`config.mk`:
```
export PLATFORM = sky130hd
export DESIGN_NAME = sorted_insert_drop_max
export DESIGN_NICKNAME = d
export VERILOG_FILES = /design/src/hdl/sidm_pkg.sv /design/src/hdl/sidm_cell.sv /design/src/hdl/sorted_insert_drop_max.sv
export VERILOG_INCLUDE_DIRS = /design/src /design/src/hdl
export SDC_FILE = /design/constraint.sdc
export NUM_CORES = 2
export LEC_CHECK = 0
export BUFFER_PORTS_ARGS = -buffer_cell sky130_fd_sc_hd__clkbuf_2
export CAP_MARGIN = 20
export CORE_MARGIN = 1
export CORE_UTILIZATION = 45
export CTS_BUF_LIST = sky130_fd_sc_hd__clkbuf_8
export CTS_CLUSTER_SIZE = 16
export DETAILED_ROUTE_END_ITERATION = 10
export GPL_TIMING_DRIVEN = 0
export PLACE_DENSITY_LB_ADDON = 0.1
export SLEW_MARGIN = 15
export SYNTH_ARGS = -nofsm -noshare
export SYNTH_HDL_FRONTEND = slang
export SYNTH_SLANG_ARGS = --single-unit
```
`constraint.sdc`:
```
create_clock -name clk -period 9.6 [get_ports clk]
set_clock_uncertainty 0.15 [all_clocks]
set_input_delay 1.92 -clock clk [delete_from_list [all_inputs] [get_ports clk]]
set_output_delay 1.92 -clock clk [all_outputs]
set_load 0.02 [all_outputs]
```
`src/hdl/sorted_insert_drop_max_defines.svh`:
```
// assertion macros shared by the sorted insert block
`ifndef SORTED_INSERT_DROP_MAX_DEFINES_SVH
`define SORTED_INSERT_DROP_MAX_DEFINES_SVH

// consequent checked in the same cycle as the antecedent
`define SIDM_ASSERT_SAME(lbl, ante, cons, msg) \
	lbl: assert property (@(posedge clk) disable iff (!arst_n) (ante) |-> (cons)) \
		else $error(msg);

// consequent checked in the cycle after the antecedent
`define SIDM_ASSERT_NEXT(lbl, ante, cons, msg) \
	lbl: assert property (@(posedge clk) disable iff (!arst_n) (ante) |=> (cons)) \
		else $error(msg);

`endif

```
`src/hdl/sidm_pkg.sv`:
```
// shared constants and types for the sorted insert block
`default_nettype none

package sidm_pkg;

	// table geometry and field widths
	localparam int DEPTH  = 16;
	localparam int DATA_W = 32;
	localparam int IDX_W  = 4;
	localparam int KIND_W = 2;
	localparam int CNT_W  = $clog2(DEPTH + 1);

	// item kinds
	localparam logic [KIND_W-1:0] KIND_LOAD   = 2'd0;
	localparam logic [KIND_W-1:0] KIND_INSERT = 2'd1;
	localparam logic [KIND_W-1:0] KIND_READ   = 2'd2;

	// control sequencer states
	typedef enum logic {
		ST_IDLE,
		ST_SWEEP
	} state_t;

	// per-cell commands for the current cycle
	typedef struct packed {
		logic load;
		logic shift;
		logic place;
	} cell_ctrl_t;

endpackage

`default_nettype wire

```
`src/hdl/sidm_cell.sv`:
```
// one table cell: entry register plus running min/max stage
`default_nettype none

`include "sorted_insert_drop_max_defines.svh"

module sidm_cell (
	input  logic                                clk,
	input  logic                                arst_n,
	input  sidm_pkg::cell_ctrl_t                ctrl,
	input  logic signed [sidm_pkg::DATA_W-1:0]  value_in,
	input  logic signed [sidm_pkg::DATA_W-1:0]  left_entry,
	input  logic signed [sidm_pkg::DATA_W-1:0]  left_min,
	input  logic signed [sidm_pkg::DATA_W-1:0]  left_max,
	output logic signed [sidm_pkg::DATA_W-1:0]  entry,
	output logic                                ge,
	output logic signed [sidm_pkg::DATA_W-1:0]  run_min,
	output logic signed [sidm_pkg::DATA_W-1:0]  run_max
);
	import sidm_pkg::*;

	logic signed [DATA_W-1:0] entry_q;
	logic signed [DATA_W-1:0] run_min_q;
	logic signed [DATA_W-1:0] run_max_q;

	// entry: direct write, take the inserted value, or take the left neighbor
	always_ff @(posedge clk or negedge arst_n) begin
		if (!arst_n) begin
			entry_q <= '0;
		end else if (ctrl.load || ctrl.place) begin
			entry_q <= value_in;
		end else if (ctrl.shift) begin
			entry_q <= left_entry;
		end
	end

	// running min/max ripples one cell per cycle down the row
	always_ff @(posedge clk or negedge arst_n) begin
		if (!arst_n) begin
			run_min_q <= '0;
			run_max_q <= '0;
		end else begin
			run_min_q <= (left_min < entry_q) ? left_min : entry_q;
			run_max_q <= (left_max > entry_q) ? left_max : entry_q;
		end
	end

	// compare against the value being inserted
	assign ge      = (entry_q >= value_in);
	assign entry   = entry_q;
	assign run_min = run_min_q;
	assign run_max = run_max_q;

	`SIDM_ASSERT_SAME(a_cell_cmd_excl, 1'b1, $onehot0({ctrl.load, ctrl.shift, ctrl.place}), "cell got conflicting commands")

endmodule

`default_nettype wire

```
`src/hdl/sorted_insert_drop_max.sv`:
```
// table of signed entries with bounded insert that drops the last entry (the largest while sorted)
//
// Input channel (in_valid/in_ready) takes kind, value, index; output channel
// (out_valid/out_ready) returns result_value, rejected, smallest, largest,
// one result per input transfer, in order.
// Reads and unused kinds answer at the input transfer edge, where the result
// register loads. For loads and inserts the entries change at the transfer
// edge, then the running min/max moves one cell per cycle down the row of
// DEPTH cells, and the result is registered once it has reached the last cell.
// One item is in flight at a time: reads can transfer every cycle, but no item
// is taken until the sweep of a load or insert has ended; in_ready is high only
// while the sequencer is idle and the result register is empty or being
// emptied.
// Reset clears every entry to zero, so the table starts with minimum and
// maximum both zero, and the output register is empty.
// When the receiver stalls, the result stays in the output register and no
// further input transfer is taken until it leaves.
// An insert outside the current min..max is flagged as rejected and leaves
// the table unchanged.
`default_nettype none

`include "sorted_insert_drop_max_defines.svh"

module sorted_insert_drop_max (
	input  logic                                clk,
	input  logic                                arst_n,
	input  logic                                in_valid,
	output logic                                in_ready,
	input  logic [sidm_pkg::KIND_W-1:0]         kind,
	input  logic signed [sidm_pkg::DATA_W-1:0]  value,
	input  logic [sidm_pkg::IDX_W-1:0]          index,
	output logic                                out_valid,
	input  logic                                out_ready,
	output logic signed [sidm_pkg::DATA_W-1:0]  result_value,
	output logic                                rejected,
	output logic signed [sidm_pkg::DATA_W-1:0]  smallest,
	output logic signed [sidm_pkg::DATA_W-1:0]  largest
);
	import sidm_pkg::*;

	state_t state_q;
	state_t state_d;
	logic [CNT_W-1:0] cnt_q;

	logic signed [DATA_W-1:0] entry_w [DEPTH];
	logic signed [DATA_W-1:0] min_w   [DEPTH];
	logic signed [DATA_W-1:0] max_w   [DEPTH];
	cell_ctrl_t               ctrl_w  [DEPTH];
	logic [DEPTH-1:0]         ge_vec;
	logic [DEPTH-1:0]         prior_vec;

	logic                     in_xfer;
	logic                     mutating;
	logic                     reject;
	logic                     ins_go;
	logic signed [DATA_W-1:0] rd_val;
	logic signed [DATA_W-1:0] imm_res;
	logic                     out_load;
	logic                     sweep_done;

	logic signed [DATA_W-1:0] res_q;
	logic                     rej_q;
	logic                     out_valid_q;
	logic signed [DATA_W-1:0] result_value_q;
	logic                     rejected_q;
	logic signed [DATA_W-1:0] smallest_q;
	logic signed [DATA_W-1:0] largest_q;

	// row of cells; the first cell is its own left neighbor
	for (genvar i = 0; i < DEPTH; i++) begin : g_cell
		logic signed [DATA_W-1:0] left_entry;
		logic signed [DATA_W-1:0] left_min;
		logic signed [DATA_W-1:0] left_max;

		if (i == 0) begin : g_first
			assign left_entry = entry_w[0];
			assign left_min   = entry_w[0];
			assign left_max   = entry_w[0];
		end else begin : g_rest
			assign left_entry = entry_w[i-1];
			assign left_min   = min_w[i-1];
			assign left_max   = max_w[i-1];
		end

		sidm_cell u_cell (
			.clk        (clk),
			.arst_n     (arst_n),
			.ctrl       (ctrl_w[i]),
			.value_in   (value),
			.left_entry (left_entry),
			.left_min   (left_min),
			.left_max   (left_max),
			.entry      (entry_w[i]),
			.ge         (ge_vec[i]),
			.run_min    (min_w[i]),
			.run_max    (max_w[i])
		);
	end

	// transfer and bound check against the settled min/max
	assign in_xfer  = in_valid && in_ready;
	assign mutating = (kind == KIND_LOAD) || (kind == KIND_INSERT);
	assign reject   = (kind == KIND_INSERT) &&
	                  ((value < min_w[DEPTH-1]) || (value > max_w[DEPTH-1]));
	assign ins_go   = in_xfer && (kind == KIND_INSERT) && !reject;

	// an earlier cell from index 1 on already holds a value >= the insert
	always_comb begin
		for (int i = 0; i < DEPTH; i++) begin
			prior_vec[i] = |(ge_vec & ((DEPTH'(1) << i) - DEPTH'(1)) & ~DEPTH'(1));
		end
	end

	// cell commands: load by index, shift behind the insert point, place at it
	always_comb begin
		for (int i = 0; i < DEPTH; i++) begin
			ctrl_w[i].load  = in_xfer && (kind == KIND_LOAD) &&
			                  (i < (1 << IDX_W)) && (index == IDX_W'(i));
			ctrl_w[i].shift = ins_go && (i != 0) && prior_vec[i];
			ctrl_w[i].place = ins_go && (i != 0) && !prior_vec[i] &&
			                  (ge_vec[i] || (i == DEPTH - 1));
		end
	end

	// read mux over the cells that an index can reach
	always_comb begin
		rd_val = '0;
		for (int i = 0; i < DEPTH; i++) begin
			if ((i < (1 << IDX_W)) && (index == IDX_W'(i))) begin
				rd_val = entry_w[i];
			end
		end
	end

	assign imm_res = (kind == KIND_READ) ? rd_val : '0;

	// next state
	always_comb begin
		state_d = state_q;
		case (state_q)
			ST_IDLE: begin
				if (in_xfer && mutating) begin
					state_d = ST_SWEEP;
				end
			end
			ST_SWEEP: begin
				if (sweep_done) begin
					state_d = ST_IDLE;
				end
			end
			default: state_d = ST_IDLE;
		endcase
	end

	// sequencer outputs
	always_comb begin
		in_ready   = 1'b0;
		out_load   = 1'b0;
		sweep_done = 1'b0;
		case (state_q)
			ST_IDLE: begin
				in_ready = !out_valid_q || out_ready;
				out_load = in_xfer && !mutating;
			end
			ST_SWEEP: begin
				sweep_done = (cnt_q == CNT_W'(DEPTH));
				out_load   = sweep_done;
			end
			default: begin
				in_ready = 1'b0;
			end
		endcase
	end

	// state and sweep counter
	always_ff @(posedge clk or negedge arst_n) begin
		if (!arst_n) begin
			state_q <= ST_IDLE;
			cnt_q   <= '0;
		end else begin
			state_q <= state_d;
			if (state_q == ST_SWEEP) begin
				cnt_q <= cnt_q + CNT_W'(1);
			end else begin
				cnt_q <= '0;
			end
		end
	end

	// insert outcome held while min/max settle
	always_ff @(posedge clk) begin
		if (in_xfer) begin
			res_q <= ins_go ? entry_w[DEPTH-1] : '0;
			rej_q <= reject;
		end
	end

	// output register
	always_ff @(posedge clk or negedge arst_n) begin
		if (!arst_n) begin
			out_valid_q <= 1'b0;
		end else if (out_load) begin
			out_valid_q <= 1'b1;
		end else if (out_ready) begin
			out_valid_q <= 1'b0;
		end
	end

	always_ff @(posedge clk) begin
		if (out_load) begin
			result_value_q <= (state_q == ST_SWEEP) ? res_q : imm_res;
			rejected_q     <= (state_q == ST_SWEEP) ? rej_q : 1'b0;
			smallest_q     <= min_w[DEPTH-1];
			largest_q      <= max_w[DEPTH-1];
		end
	end

	assign out_valid    = out_valid_q;
	assign result_value = result_value_q;
	assign rejected     = rejected_q;
	assign smallest     = smallest_q;
	assign largest      = largest_q;

	`SIDM_ASSERT_NEXT(a_mut_sweeps, in_xfer && mutating, (state_q == ST_SWEEP) && !out_valid_q, "load or insert did not start a sweep")
	`SIDM_ASSERT_NEXT(a_imm_result, in_xfer && !mutating, out_valid_q, "read did not produce a result")
	`SIDM_ASSERT_SAME(a_no_take_in_sweep, state_q == ST_SWEEP, !in_ready, "input taken during sweep")
	`SIDM_ASSERT_SAME(a_min_le_max, out_valid_q, smallest_q <= largest_q, "smallest above largest")

endmodule

`default_nettype wire

```
==> metrics.txt <==
clk_lat worst skew=1.10 ns; Die ar.=227,600 µm²; reg2reg path depth=15; share of cells above drive strength 1=16.49%; status=finished clean; Die X=477.0 µm; clock share of power=17.0%; Critical Path RT=10.41 ns; CP Buf/Inv Count=6; cells resized by post-CTS repair=0; vias in the first global route=85.36k; Initial Utilization=45.24%; internal power=23.15 mW; Worst R2R Start=g_cell[15].u_cell.run_min[31]$_DFF_PN0_; number of synthesized flops with an enable pin=130; Reg power frac=32.7%; area occupied by multi-input gates=55,650 µm²; drt pass-1 iters=9; vias=87.28k; crit-path cells=clkbuf_2 > inv_1 > ha_1 > nand4_1 > nor2_1 > and4_1 > a31oi_1 > a211oi_4 > buf_6 > inv_2 > buf_2 > a31oi_2 > clkbuf_1 > a22oi_1 > o21a_1; root buf cell=clkbuf_8; worst hold slack=0.2521 ns; Fmax achieved=129.7 MHz; Slew headroom=13.24%; setup TNS=0 ns; Worst Hold End=g_cell[0].u_cell.run_min[23]$_DFF_PN0_; asr flop ratio synth=92.08%; hold depth=0; GRT overflow=0; Port Buf Inserts=138; fin crit share=80.29%; initial antenna violation count=61; CTS Buf Count=316; final WL=478,300 µm; Hold Fails Final Rpt=0; Cell Area, Synth=101,500 µm²; # rows=174; Clock Pin Slew Worst Setup and Hold Paths=0.06 ns; RSZ-0062 raised after global routing=no; fill count=20.38k; DRT iter0 DRCs=10.95k; hold wc startpoint=g_cell[0].u_cell.entry[23]$_DFFE_PN0P_; Setup Viol. Count Final=0; reg2reg setup slack=2.56 ns; vias per cell=6.564; sw frac=46.24%; combinational share of power=50.2%; max_cap viols=0; die height=477.0 µm; sw power=19.91 mW; min Tclk post-route=7.708 ns; RePlAce Congestion=1.055; Routed Antenna Nets=0; Hold Crit Class=reg -> reg; FF+latch area=41,720 µm²; Seq/Total Area, Yosys=41.08%; cells after synthesis=9,479; CP Class=in -> reg; actual slew at the worst max-slew pin=1.285 ns; Clock Sinks=1,641; first-pass GRT wire length=657,900 µm; CP startpoint kind=input port; leakage power=55.53 nW; area grow syn2layout=12.82%; Residual DRC=0; Critical Path AT=8.52 ns; nets=11.50k; Max clock buf depth=4; pwr dens=375.9 nW/µm²; yosys warns=0; largest net degree at the start of global routing=96; CTS hold repair buffers=0; H-tree lvl count=5; Post-CTS Repair Setup Buffers=0; reg2reg end=g_cell[14].u_cell.entry[27]$_DFFE_PN0P_; gr usage total=41.08%; core area=224,500 µm²; Synth Area per Inst=10.71 µm²; cell family with the largest share of critical-path delay=buffers and inverters; final slew viol count=0; CP max stage delay=1.06 ns; post-synth cell types=79; Worst setup EP type=flop; I/O pins=141; #FFs+latches synth=1,641; HPWL after DPL=377,600 µm; Syn Nets=10.95k; crit path max-delay cell type=a31oi_2; CTS tree=built; crit-path max FO=17; IR Drop Worst-Case VDD=0.1961 mV; routed len/inst=35.97 µm; top_reg_cell synth=dfrtp_1
## power groups by stage
stage | clock (mW) | sequential (mW) | combinational [mW]
after detailed placement | 0 | 13.9 | 21.0
after global routing | 7.70 | 14.0 | 23.4
after global placement | 0 | 14.0 | 20.5
final | 7.34 | 14.1 | 21.6
after floorplan | 0 | 11.3 | 14.7
after CTS | 7.39 | 13.8 | 21.2
## final cells by class
class                           count  area share (%)
Antenna cell                       44         0.09611
Buffer                            435           1.477
Clock buffer                      397           4.770
Clock inverter                    155          0.9065
Inverter                          691           2.264
Multi-Input combinational cell   6712           48.57
Sequential cell                  1641           36.41
Tap cell                         2992           3.268
Timing Repair Buffer              230           2.230
## cells by family after synthesis
group	share of synthesized area [%]
flip-flops	41.08
adder cells (fa/ha/maj)	17.58
multiplexers	11.51
XOR/XNOR	0.05175
AND/OR/NAND/NOR	8.927
AO/OA/AOI/OAI	16.66
buffers and inverters	4.181
## synth_stat cells, types with 46 or more instances
library cell  count  area (µm²)
nor2b_1         119       744.5
ha_1           1427       17850
nor3_1           64       320.3
mux2i_1         152        1521
nand4_1         268        1677
nand2b_1        114       713.2
or3_1            74       462.9
o21a_1          117       878.3
a211oi_1         90       675.7
nand3_1         246        1231
a221o_1         127        1271
o21ai_0         405        2027
edfxtp_1        130        3904
a222oi_1         48       480.5
o22ai_1          64       400.4
inv_1           690        2590
clkbuf_1        388        1456
a21o_1          401        3010
nor2_1          406        1524
a21oi_1         568        2843
and4_1           49       429.2
dfrtp_1        1511       37810
a22oi_1         149        1119
o31ai_1          51       382.9
o211ai_1         73       548.0
a41oi_1          46       402.9
nand2_1         294        1104
a22o_1           70       613.1
mux2_2          889       10010
a221oi_1         58       508.0
## registers in the layout (all words and copies together), names as in the netlist, 5 cells and up
signal,flops
result_value,32
g_cell.u_cell.entry,512
res_q,32
g_cell.u_cell.run_max,480
cnt_q,5
g_cell.u_cell.run_min,512
smallest,32
largest,32
## worst register-to-register path: cells and delay by family (launching register included)
family	cells	cell delay [ns]
buffers and inverters	5	1.72
flip-flops	1	0.36
AO/OA/AOI/OAI	6	3.27
adder cells (fa/ha/maj)	1	0.31
AND/OR/NAND/NOR	3	1.09
## placed cells by master, fill, tap and decap left out, types with 62 or more instances in the layout
master	synthesis	final
dfrtp_1	1511	1511
ha_1	1427	1427
mux2_2	889	889
inv_1	690	734
a21oi_1	568	568
nor2_1	406	406
o21ai_0	405	404
a21o_1	401	401
clkbuf_8	0	398
clkbuf_1	388	356
nand2_1	294	294
nand4_1	268	268
nand3_1	246	246
clkbuf_2	0	169
mux2i_1	152	152
a22oi_1	149	149
edfxtp_1	130	130
a221o_1	127	127
nor2b_1	119	119
o21a_1	117	117
nand2b_1	114	114
a211oi_1	90	90
or3_1	74	74
o211ai_1	73	73
a22o_1	70	69
o22ai_1	64	64
nor3_1	64	62
## through the flow
stage | cell area, µm² | worst slack, ns | instances | util (%) | total power, mW
floorplan | 101500 | 3.333 | 9479 | - | 26.08
global placement | 106000 | -31.52 | 12609 | 47.21 | 34.44
detailed placement | 107900 | 1.179 | 12695 | 48.07 | 34.87
CTS | 114400 | 2.296 | 13247 | 50.97 | 42.37
global route | 114500 | 2.050 | 13269 | 51.01 | 45.08
finish | 114600 | 1.892 | 13297 | 51.04 | 43.06
## metal layers
metal / track usage (%) / up-vias / share of wire, %
met4: 30.33 / 24 / 8.7
met2: 60.88 / 5203 / 43
met5: 0 / - / 0.033
li1: - / 36785 / -
met1: 51.17 / 43602 / 39
met3: 11.27 / 1670 / 10
## worst max path at each step
stage / slack [ns] / from / depth (start not counted) / end
finish: 1.89 / value[0] / 15 / g_cell[14].u_cell.entry[27]$_DFFE_PN0P_
global placement: -31.52 / arst_n / 1 / g_cell[5].u_cell.run_min[24]$_DFF_PN0_
global route: 2.05 / value[28] / 15 / g_cell[14].u_cell.entry[29]$_DFFE_PN0P_
CTS: 2.30 / value[28] / 15 / g_cell[14].u_cell.entry[27]$_DFFE_PN0P_
floorplan: 3.33 / out_ready / 5 / largest[0]$_DFFE_PP_
detailed placement: 1.18 / value[28] / 15 / g_cell[14].u_cell.entry[27]$_DFFE_PN0P_
Note: power is estimated with default switching activity, not from simulation.
